## src/hw/rtl/rtc_time_registers_assert.svh

```systemverilog
`ifndef RTC_TIME_REGISTERS_ASSERT_SVH
`define RTC_TIME_REGISTERS_ASSERT_SVH

`ifndef SYNTHESIS

`define RTC_TR_ASSERT_CLK(label, clk, rstn, prop) \
    label: assert property (@(posedge clk) disable iff (!rstn) prop) \
        else $error("rtc_time_registers: assertion failed");

`define RTC_TR_ASSERT(label, prop) \
    `RTC_TR_ASSERT_CLK(label, aclk, aresetn, prop)

`else

`define RTC_TR_ASSERT_CLK(label, clk, rstn, prop)

`define RTC_TR_ASSERT(label, prop)

`endif

`endif

```

## src/hw/rtl/rtc_tr_pkg.sv

```systemverilog
package rtc_tr_pkg;

    typedef enum logic [1:0] {
        KIND_TICK  = 2'd0,
        KIND_READ  = 2'd1,
        KIND_WRITE = 2'd2
    } kind_t;

    localparam logic [3:0] SEL_SEC   = 4'd8;
    localparam logic [3:0] SEL_MIN   = 4'd9;
    localparam logic [3:0] SEL_HOUR  = 4'd10;
    localparam logic [3:0] SEL_DAYLO = 4'd11;
    localparam logic [3:0] SEL_DAYHI = 4'd12;

    localparam logic [5:0] SEC_LAST  = 6'd59;
    localparam logic [5:0] MIN_LAST  = 6'd59;
    localparam logic [4:0] HOUR_LAST = 5'd23;

    typedef struct packed {
        kind_t      kind;
        logic [3:0] reg_select;
        logic [7:0] write_data;
    } item_t;

    typedef struct packed {
        logic [5:0] sec;
        logic [5:0] min;
        logic [4:0] hour;
        logic [8:0] day;
    } time_t;

    function automatic logic [5:0] mod60(input logic [7:0] d);
        logic [7:0] r;
        r = d;
        if (r >= 8'd240) r = r - 8'd240;
        if (r >= 8'd120) r = r - 8'd120;
        if (r >= 8'd60)  r = r - 8'd60;
        return r[5:0];
    endfunction

    function automatic logic [4:0] mod24(input logic [7:0] d);
        logic [7:0] r;
        r = d;
        if (r >= 8'd192) r = r - 8'd192;
        if (r >= 8'd96)  r = r - 8'd96;
        if (r >= 8'd48)  r = r - 8'd48;
        if (r >= 8'd24)  r = r - 8'd24;
        return r[4:0];
    endfunction

endpackage

```

## src/hw/rtl/rtc_tr_in_stage.sv

```systemverilog
module rtc_tr_in_stage (
    input  logic               aclk,
    input  logic               aresetn,
    input  logic               s_valid,
    output logic               s_ready,
    input  logic [1:0]         s_kind,
    input  logic [3:0]         s_reg_select,
    input  logic [7:0]         s_write_data,
    input  logic               fire,
    output logic               item_valid,
    output rtc_tr_pkg::item_t  item
);

    logic              valid_reg;
    logic              valid_next;
    rtc_tr_pkg::item_t item_reg;

    assign s_ready    = !valid_reg || fire;
    assign valid_next = s_ready ? s_valid : valid_reg;

    always_ff @(posedge aclk) begin
        if (!aresetn) begin
            valid_reg <= 1'b0;
        end else begin
            valid_reg <= valid_next;
        end
    end

    always_ff @(posedge aclk) begin
        if (s_valid && s_ready) begin
            item_reg.kind       <= rtc_tr_pkg::kind_t'(s_kind);
            item_reg.reg_select <= s_reg_select;
            item_reg.write_data <= s_write_data;
        end
    end

    assign item_valid = valid_reg;
    assign item       = item_reg;

endmodule

```

## src/hw/rtl/rtc_tr_time_core.sv

```systemverilog
module rtc_tr_time_core (
    input  logic               aclk,
    input  logic               aresetn,
    input  logic               item_valid,
    input  rtc_tr_pkg::item_t  item,
    input  logic               out_free,
    output logic               fire,
    output rtc_tr_pkg::time_t  time_now
);

    rtc_tr_pkg::time_t time_reg;
    rtc_tr_pkg::time_t time_next;

    assign fire = item_valid && out_free;

    always_comb begin
        time_next = time_reg;
        if (fire) begin
            case (item.kind)
                rtc_tr_pkg::KIND_TICK: begin
                    if (time_reg.sec != rtc_tr_pkg::SEC_LAST) begin
                        time_next.sec = time_reg.sec + 6'd1;
                    end else begin
                        time_next.sec = 6'd0;
                        if (time_reg.min != rtc_tr_pkg::MIN_LAST) begin
                            time_next.min = time_reg.min + 6'd1;
                        end else begin
                            time_next.min = 6'd0;
                            if (time_reg.hour != rtc_tr_pkg::HOUR_LAST) begin
                                time_next.hour = time_reg.hour + 5'd1;
                            end else begin
                                time_next.hour = 5'd0;
                                time_next.day  = time_reg.day + 9'd1;
                            end
                        end
                    end
                end
                rtc_tr_pkg::KIND_WRITE: begin
                    unique case (item.reg_select)
                        rtc_tr_pkg::SEL_SEC:   time_next.sec  = rtc_tr_pkg::mod60(item.write_data);
                        rtc_tr_pkg::SEL_MIN:   time_next.min  = rtc_tr_pkg::mod60(item.write_data);
                        rtc_tr_pkg::SEL_HOUR:  time_next.hour = rtc_tr_pkg::mod24(item.write_data);
                        rtc_tr_pkg::SEL_DAYLO: time_next.day[7:0] = item.write_data;
                        rtc_tr_pkg::SEL_DAYHI: time_next.day[8]   = item.write_data[0];
                        default: ;
                    endcase
                end
                default: ;
            endcase
        end
    end

    always_ff @(posedge aclk) begin
        if (!aresetn) begin
            time_reg <= '0;
        end else begin
            time_reg <= time_next;
        end
    end

    assign time_now = time_reg;

endmodule

```

## src/hw/rtl/rtc_tr_out_stage.sv

```systemverilog
module rtc_tr_out_stage (
    input  logic               aclk,
    input  logic               aresetn,
    input  logic               load,
    input  logic [3:0]         reg_select,
    input  rtc_tr_pkg::time_t  time_now,
    output logic               out_free,
    output logic               m_valid,
    input  logic               m_ready,
    output logic [7:0]         m_read_data
);

    logic       valid_reg;
    logic       valid_next;
    logic [7:0] data_reg;
    logic [7:0] data_next;

    assign out_free = !valid_reg || m_ready;

    always_comb begin
        unique case (reg_select)
            rtc_tr_pkg::SEL_SEC:   data_next = {2'd0, time_now.sec};
            rtc_tr_pkg::SEL_MIN:   data_next = {2'd0, time_now.min};
            rtc_tr_pkg::SEL_HOUR:  data_next = {3'd0, time_now.hour};
            rtc_tr_pkg::SEL_DAYLO: data_next = time_now.day[7:0];
            rtc_tr_pkg::SEL_DAYHI: data_next = {7'd0, time_now.day[8]};
            default:               data_next = 8'd0;
        endcase
    end

    assign valid_next = load ? 1'b1 : (m_ready ? 1'b0 : valid_reg);

    always_ff @(posedge aclk) begin
        if (!aresetn) begin
            valid_reg <= 1'b0;
        end else begin
            valid_reg <= valid_next;
        end
    end

    always_ff @(posedge aclk) begin
        if (load) begin
            data_reg <= data_next;
        end
    end

    assign m_valid     = valid_reg;
    assign m_read_data = data_reg;

endmodule

```

## src/hw/rtl/rtc_time_registers.sv

```systemverilog
// Real-time clock with seconds, minutes, hours and a 9-bit day count behind five byte
// registers (select 8 seconds, 9 minutes, 10 hours, 11 day low byte, 12 day bit 8). A tick
// beat advances time by one second; a write beat replaces one field (seconds and minutes
// mod 60, hours mod 24); a read beat returns one result beat with the selected field, or 0
// for any other select. Ticks, writes and kind 3 return nothing. A beat can be taken every
// cycle while no read result waits on m_ready: it is registered in the input register,
// then updates the time or loads the result register, so a read result is valid once it
// has passed both registers. While a result waits on m_ready, the next beat, ticks
// included, waits in the input register and s_ready stays low until it is taken.
`include "rtc_time_registers_assert.svh"

module rtc_time_registers (
    input  logic       aclk,
    input  logic       aresetn,
    input  logic       s_valid,
    output logic       s_ready,
    input  logic [1:0] s_kind,
    input  logic [3:0] s_reg_select,
    input  logic [7:0] s_write_data,
    output logic       m_valid,
    input  logic       m_ready,
    output logic [7:0] m_read_data
);

    logic              item_valid;
    rtc_tr_pkg::item_t item;
    logic              fire;
    logic              out_free;
    logic              load;
    rtc_tr_pkg::time_t time_now;
    logic              time_in_range;
    logic              fire_no_read;
    logic              tick_no_wrap;

    rtc_tr_in_stage u_in_stage (
        .aclk         (aclk),
        .aresetn      (aresetn),
        .s_valid      (s_valid),
        .s_ready      (s_ready),
        .s_kind       (s_kind),
        .s_reg_select (s_reg_select),
        .s_write_data (s_write_data),
        .fire         (fire),
        .item_valid   (item_valid),
        .item         (item)
    );

    rtc_tr_time_core u_time_core (
        .aclk       (aclk),
        .aresetn    (aresetn),
        .item_valid (item_valid),
        .item       (item),
        .out_free   (out_free),
        .fire       (fire),
        .time_now   (time_now)
    );

    assign load = fire && (item.kind == rtc_tr_pkg::KIND_READ);

    rtc_tr_out_stage u_out_stage (
        .aclk        (aclk),
        .aresetn     (aresetn),
        .load        (load),
        .reg_select  (item.reg_select),
        .time_now    (time_now),
        .out_free    (out_free),
        .m_valid     (m_valid),
        .m_ready     (m_ready),
        .m_read_data (m_read_data)
    );

    assign time_in_range = (time_now.sec <= rtc_tr_pkg::SEC_LAST)
                        && (time_now.min <= rtc_tr_pkg::MIN_LAST)
                        && (time_now.hour <= rtc_tr_pkg::HOUR_LAST);
    assign fire_no_read  = fire && (item.kind != rtc_tr_pkg::KIND_READ);
    assign tick_no_wrap  = fire && (item.kind == rtc_tr_pkg::KIND_TICK)
                        && (time_now.sec != rtc_tr_pkg::SEC_LAST);

    `RTC_TR_ASSERT(a_time_in_range, time_in_range)
    `RTC_TR_ASSERT(a_read_gives_beat, load |=> m_valid)
    `RTC_TR_ASSERT(a_other_no_beat, fire_no_read |=> !m_valid)
    `RTC_TR_ASSERT(a_tick_counts, tick_no_wrap |=> (time_now.sec == $past(time_now.sec) + 6'd1))

endmodule

```

## config.mk

```make
export PLATFORM = sky130hd
export DESIGN_NAME = rtc_time_registers
export DESIGN_NICKNAME = d
export VERILOG_FILES = /design/src/hw/rtl/rtc_tr_pkg.sv /design/src/hw/rtl/rtc_tr_in_stage.sv /design/src/hw/rtl/rtc_tr_time_core.sv /design/src/hw/rtl/rtc_tr_out_stage.sv /design/src/hw/rtl/rtc_time_registers.sv
export VERILOG_INCLUDE_DIRS = /design/src /design/src/hw/rtl
export SDC_FILE = /design/constraint.sdc
export NUM_CORES = 1
export LEC_CHECK = 0
export ABC_CLOCK_PERIOD_IN_PS = 5200
export BUFFER_PORTS_ARGS = -buffer_cell sky130_fd_sc_hd__buf_2
export CAP_MARGIN = 20
export CORE_ASPECT_RATIO = 1.2
export CORE_MARGIN = 4
export CORE_UTILIZATION = 34
export CTS_CLUSTER_DIAMETER = 200
export DETAILED_ROUTE_END_ITERATION = 10
export PLACE_DENSITY = 0.58
export SYNTH_ARGS = -nofsm -noshare
export SYNTH_HDL_FRONTEND = slang
export SYNTH_SLANG_ARGS = --single-unit
```

## constraint.sdc

```tcl
create_clock -name aclk -period 5.2 [get_ports aclk]
set_clock_uncertainty 0.15 [all_clocks]
set_input_delay 0 -clock aclk [delete_from_list [all_inputs] [get_ports aclk]]
set_output_delay 0 -clock aclk [all_outputs]
set_load 0.01 [all_outputs]
```

Yosys cells after proc, flatten, opt, wreduce, memory -nomap -nowiden --
Cells that the tools add are included. W data, S select, Z words.
Cells by class: eq/ne operators 18, order comparisons 9, $add $sub $neg 13, mux-type cells 45, reduce and logical (&&, ||, !) cells 15
Operator list (number):
- $mux W8 | 28
- $pmux W26 S2 | 1
- $pmux W8 S5 | 1
- $mux W6 | 6
- $ge A8 B6 Y1 const B | 3
- $ge A8 B7 Y1 const B | 3
- $sub A8 B7 Y8 const B | 3
- $eq A4 B4 Y1 const B | 5
- $mux W20 | 1
- $ge A8 B8 Y1 const B | 2
- $sub A8 B8 Y8 const B | 2
- $mux W5 | 3
- $mux W14 | 1
- $add A6 B1 Y6 const B | 2
- $ne A6 B6 Y1 const B | 2
- $reduce_and A6 Y1 | 2
- $sub A6 B6 Y6 const B | 2
- $ne A2 B1 Y1 const B | 5
- $add A9 B1 Y9 const B | 1
- $mux W9 | 1
- $ge A8 B5 Y1 const B | 1
- $sub A8 B6 Y8 const B | 1
- $ne A2 B2 Y1 const B | 3
- $add A5 B1 Y5 const B | 1
- other kinds (13) | 20
Storage, ports and cells: flip-flop bits (word level) 50, input bits 18, word-level logic and storage cells 111, output and inout port bits 10

Depth between registers and ports, before layout --
depth after elaboration 19, depth in mapped cells 13

Cells and area by module --
A second synthesis with hierarchy kept.
Unflattened totals: cells, all modules 405, area, all modules 3514.6 um^2
Modules (own cells, without submodules):
- rtc_tr_time_core | cells an instance 350, area an instance 2517.4 um^2, instances 1, sequential area each 520.5 um^2
- rtc_tr_out_stage | cells an instance 35, area an instance 510.5 um^2, instances 1, sequential area each 260.2 um^2
- rtc_tr_in_stage | cells an instance 19, area an instance 478.0 um^2, instances 1, sequential area each 440.4 um^2
- rtc_time_registers | cells an instance 1, area an instance 8.8 um^2, instances 1, sequential area each 0.0 um^2

Worst setup path after synthesis --
OpenSTA, ideal clock, no wires.
path type reg-to-reg, from reg u_in_stage.item_reg, in the netlist u_in_stage.item[2], to reg u_time_core.time_reg, in the netlist u_time_core.time_now[17], required time 4931 ps, path buffers 1, data arrival time 3134 ps, slack 1797 ps, stages on the path, launching flop included 14, cell sequence edfxtp_1 or4_4 buf_6 o211ai_1 o21ai_0 ha_1 o211ai_1 a21o_1 o221ai_2 ha_1 a31oi_2 mux2i_1 nor2_1 o221a_1
On the way: cells in the longest elaborated chain, start to end 14, elaborated cells between the ends (all ways) 17
Ends and longest elaborated chain:
- from (decl) | line rtc_tr_in_stage.sv:16 | rtc_tr_pkg::item_t item_reg;
- $sub A8 B8 Y8 / $ge A8 B8 Y1 (equally long branches) | line rtc_tr_pkg.sv:35 | if (r >= 8'd240) r = r - 8'd240;
- $mux W8 * | line rtc_tr_pkg.sv:35
- $mux W8 * | line rtc_tr_time_core.sv:39 | unique case (item.reg_select)
- $mux W8 * | line rtc_tr_time_core.sv:19 | case (item.kind)
- $mux W8 * | line rtc_tr_time_core.sv:18 | if (fire) begin
- $sub A8 B7 Y8 / $ge A8 B7 Y1 (equally long branches) | line rtc_tr_pkg.sv:36 | if (r >= 8'd120) r = r - 8'd120;
- $mux W8 * | line rtc_tr_pkg.sv:36
- $mux W8 * | line rtc_tr_time_core.sv:39
- $mux W8 * | line rtc_tr_time_core.sv:19
- $mux W8 * | line rtc_tr_time_core.sv:18
- $ge A8 B6 Y1 / $sub A6 B6 Y6 (equally long branches) | line rtc_tr_pkg.sv:37 | if (r >= 8'd60) r = r - 8'd60;
- $mux W6 * | line rtc_tr_pkg.sv:37
- $mux W6 * | line rtc_tr_time_core.sv:39
- $pmux W26 S2 * | line rtc_tr_time_core.sv:19
- to (signal assigned) | line rtc_tr_time_core.sv:57 | time_reg <= time_next;
- to (decl) | line rtc_tr_time_core.sv:11 | rtc_tr_pkg::time_t time_reg;
Every way passes the cells marked *; elsewhere a longest branch is shown, timed or not. The select of a mux whose other input is x is not followed. A chain may end at the register's enable or synchronous reset.

Worst setup path in the final report --
from reg u_in_stage.item_reg, in the netlist u_in_stage.item[3], to reg u_time_core.time_reg, in the netlist u_time_core.time_now[23]
The elaborated chain is that of the path after synthesis.

==> impl_metrics.json <==
{
  "power_leakage_nw": 1.469,
  "cp.depth": 12,
  "cts_buffers": 5,
  "timing.final.setup_violations": 0,
  "syn_to_final_growth_pct": 16.40,
  "cp_cell_sequence": "or4_4 > o211ai_1 > o21ai_0 > ha_1 > o211ai_1 > a21o_1 > o221ai_2 > ha_1 > a31oi_2 > mux2i_1 > nor2_1 > o221a_1",
  "num_vias": 3032,
  "die_h_um": 117.1,
  "ys_types": 65,
  "detail_route.first_pass.iterations": 4,
  "finalCritPeriodShare": 0.7317,
  "synth_top_area_share": 0.1959,
  "drt-total-wl_um": 8500,
  "cts_resized": 0,
  "syn-num-nets": 410,
  "largest_register_ffs": 26,
  "hold_class": "in2reg",
  "r2r_end": "u_time_core.time_now[23]$_SDFFE_PN0P_",
  "final_hold_viol_count": 0,
  "num_rows": 39,
  "fmax_mhz": 262.8,
  "portBuffers": 27,
  "critPathMaxStageDelay_ps": 660,
  "synth_area_leaders": "edfxtp_1, dfxtp_1, o21ai_0, nand2_1, ha_1",
  "synth_ff_type": "dfxtp_1",
  "relSlewSlack": 0.4683,
  "worstMarginPinSlew_ps": 795.6,
  "fin_util": 0.4083,
  "initialDrtViolationCount": 211,
  "cts_buffer_depth": 2,
  "track_usage": 0.1514,
  "dp_hpwl_um": 6164,
  "post_cts_buffers": 0,
  "r2r_start": "u_in_stage.item[3]$_DFFE_PP_",
  "start_util": 0.3508,
  "synth_edf_count": 22,
  "endpoint": "u_time_core.time_now[23]$_SDFFE_PN0P_",
  "fill_cells": 933,
  "die_area_um2": 11580,
  "rsz0062_at_grt": "false",
  "avgSynthCellArea_um2": 8.827,
  "cts_max_level": 2,
  "worstSetupPathType": "reg2reg",
  "routed_via_density": 5.636,
  "wire_per_inst_um": 15.80,
  "power_density_nw_per_um2": 244.1,
  "clock_sinks": 50,
  "ys_ff_latch": 50,
  "seq_area_frac_synth": 0.3622,
  "clk_latency_ps": 290,
  "die_width_um": 98.91,
  "synth_area_um2": 3372,
  "synth_cells": 382,
  "crit_fanout": 14,
  "drive_gt1_frac": 0.1373,
  "arrival_ps": 3840,
  "grt_pass1_wl_um": 14300,
  "ff2ff_path_depth": 12,
  "async_flop_share": 0,
  "tns_ps": 0,
  "slowest_stage": "or4_4",
  "cp-end-kind": "register",
  "grt_pass1_vias": 2870,
  "crit_start": "u_in_stage.item[3]$_DFFE_PP_",
  "clkTransAtPathRegs_ps": 70,
  "io-pin-count": 28,
  "hold_start": "aresetn",
  "worst_path_dominant_cell_family": "compound AO/OA/AOI/OAI gates",
  "ir_worst_vdd_mv": 0.1883,
  "fin_crit_ps": 3805,
  "coreArea_um2": 9613,
  "status": "completed",
  "drtAntennaViolNets": 0,
  "overflow": 0,
  "cts_tree": "yes",
  "drv_slew": 0,
  "antenna_found_initial": 0,
  "root_buffer": "clkbuf_16",
  "grt_max_degree": 29,
  "cp_num_buf_inv": 0,
  "drc": 0,
  "diodes": 0,
  "start_kind": "register",
  "ys.warnings.count": 0,
  "drv_cap": 0,
  "reg2reg_setup_slack_ps": 1400,
  "required_ps": 5240,
  "fin_nets": 442,
  "routabilityCongestion": 0.8541,
  "yosysTopAreaCell": "edfxtp_1"
}
==> layout make-up <==
cell class,instances,area (µm²),share of cell area
Clock inverter,3,47.55,0.01211
Sequential cell,50,1221,0.3111
Tap cell,123,153.9,0.03921
Clock buffer,5,125.1,0.03188
Inverter,11,41.29,0.01052
Timing Repair Buffer,46,317.8,0.08097
Multi-Input combinational cell,300,2018,0.5142
==> metrics by stage <==
stage                     area, µm²  worst slack, ps  hold WS [ps]  instances  power [mW]
after floorplan                3372             1797        -51.13        382      0.5406
after global placement         3577             1523         27.08        512      0.5703
after detailed placement       3577             1389         28.10        512      0.5721
after CTS                      3920             1376         51.79        537      0.9709
after global routing           3925             1088         66.12        538       1.005
final                          3925             1395         39.85        538      0.9581
==> cell families after synthesis <==
family          after synthesis  share of synthesized area
simple gates                148                     0.2341
mux                          11                    0.04787
xor+xnor                      5                    0.01299
fa+ha+maj                    10                    0.03711
buf+inv                      32                    0.03933
flops                        50                     0.3622
compound gates              126                     0.2664
==> routing by layer <==
metal,vias up,track usage,part of all wire
met2,73,0.2630,0.51
met5,-,0,0
li1,1503,-,-
met3,6,0.02490,0.038
met1,1450,0.1960,0.44
met4,0,0.04098,0.0098
==> cells in the final DEF, fill, tap and decap left out, types with 7 or more instances in the layout <==
cell type / n
a21oi_1: 20
a31oi_1: 7
and2_1: 14
and3_1: 12
buf_2: 28
dfxtp_1: 28
dlygate4sd3_1: 17
edfxtp_1: 22
ha_1: 10
inv_1: 11
nand2_1: 34
nand3_1: 16
nor2_1: 26
nor2b_1: 12
o211a_1: 7
o21ai_0: 35
==> what timing repair did <==
action / CTS / global route
endpoints found under the setup margin: 0 / 0
hold buffers: 17 / 0
endpoints found under the hold margin: 16 / 0
==> power breakdown <==
part	total (mW)	internal, mW	switching (mW)
clock	0.385	0.230	0.155
sequential	0.440	0.420	0.0201
combinational	0.133	0.0610	0.0720
==> how the worst min path moves through the flow <==
stage	cells past startpoint	endpoint
detailed placement	1	u_in_stage.item[4]$_DFFE_PP_
global placement	1	u_in_stage.item[1]$_DFFE_PP_
CTS	2	u_out_stage.m_valid$_SDFFE_PN0P_
global route	2	u_time_core.time_now[9]$_SDFFE_PN0P_
floorplan	0	u_in_stage.item[0]$_DFFE_PP_
finish	2	u_out_stage.m_valid$_SDFFE_PN0P_
==> synthesized netlist by cell type (2+ instances only) <==
library cell   n
clkbuf_1      13
o211a_1        7
a21o_1         3
nor3b_1        5
edfxtp_1      22
o21ai_0       35
and3_1        12
o31ai_1        4
nand4_1        6
nand2b_1       4
dfxtp_1       28
nand2_1       34
a21oi_1       20
o211ai_1       5
nand3_1       16
xor2_1         2
o21a_1         4
nor2b_1       12
a21boi_1       2
a22oi_1        4
buf_2          4
o22ai_1        3
inv_1         11
xnor2_1        3
and2_1        14
a31oi_1        7
ha_1          10
buf_1          3
a22oi_2        2
nor2_1        26
or3_1          3
nor4b_2        2
nand3b_1       6
a211oi_1       2
o21ai_1        4
a22o_1         3
o221a_1        2
mux4_2         4
nor3_1         4
mux2i_1        6
(Power assumes the default switching activity.)
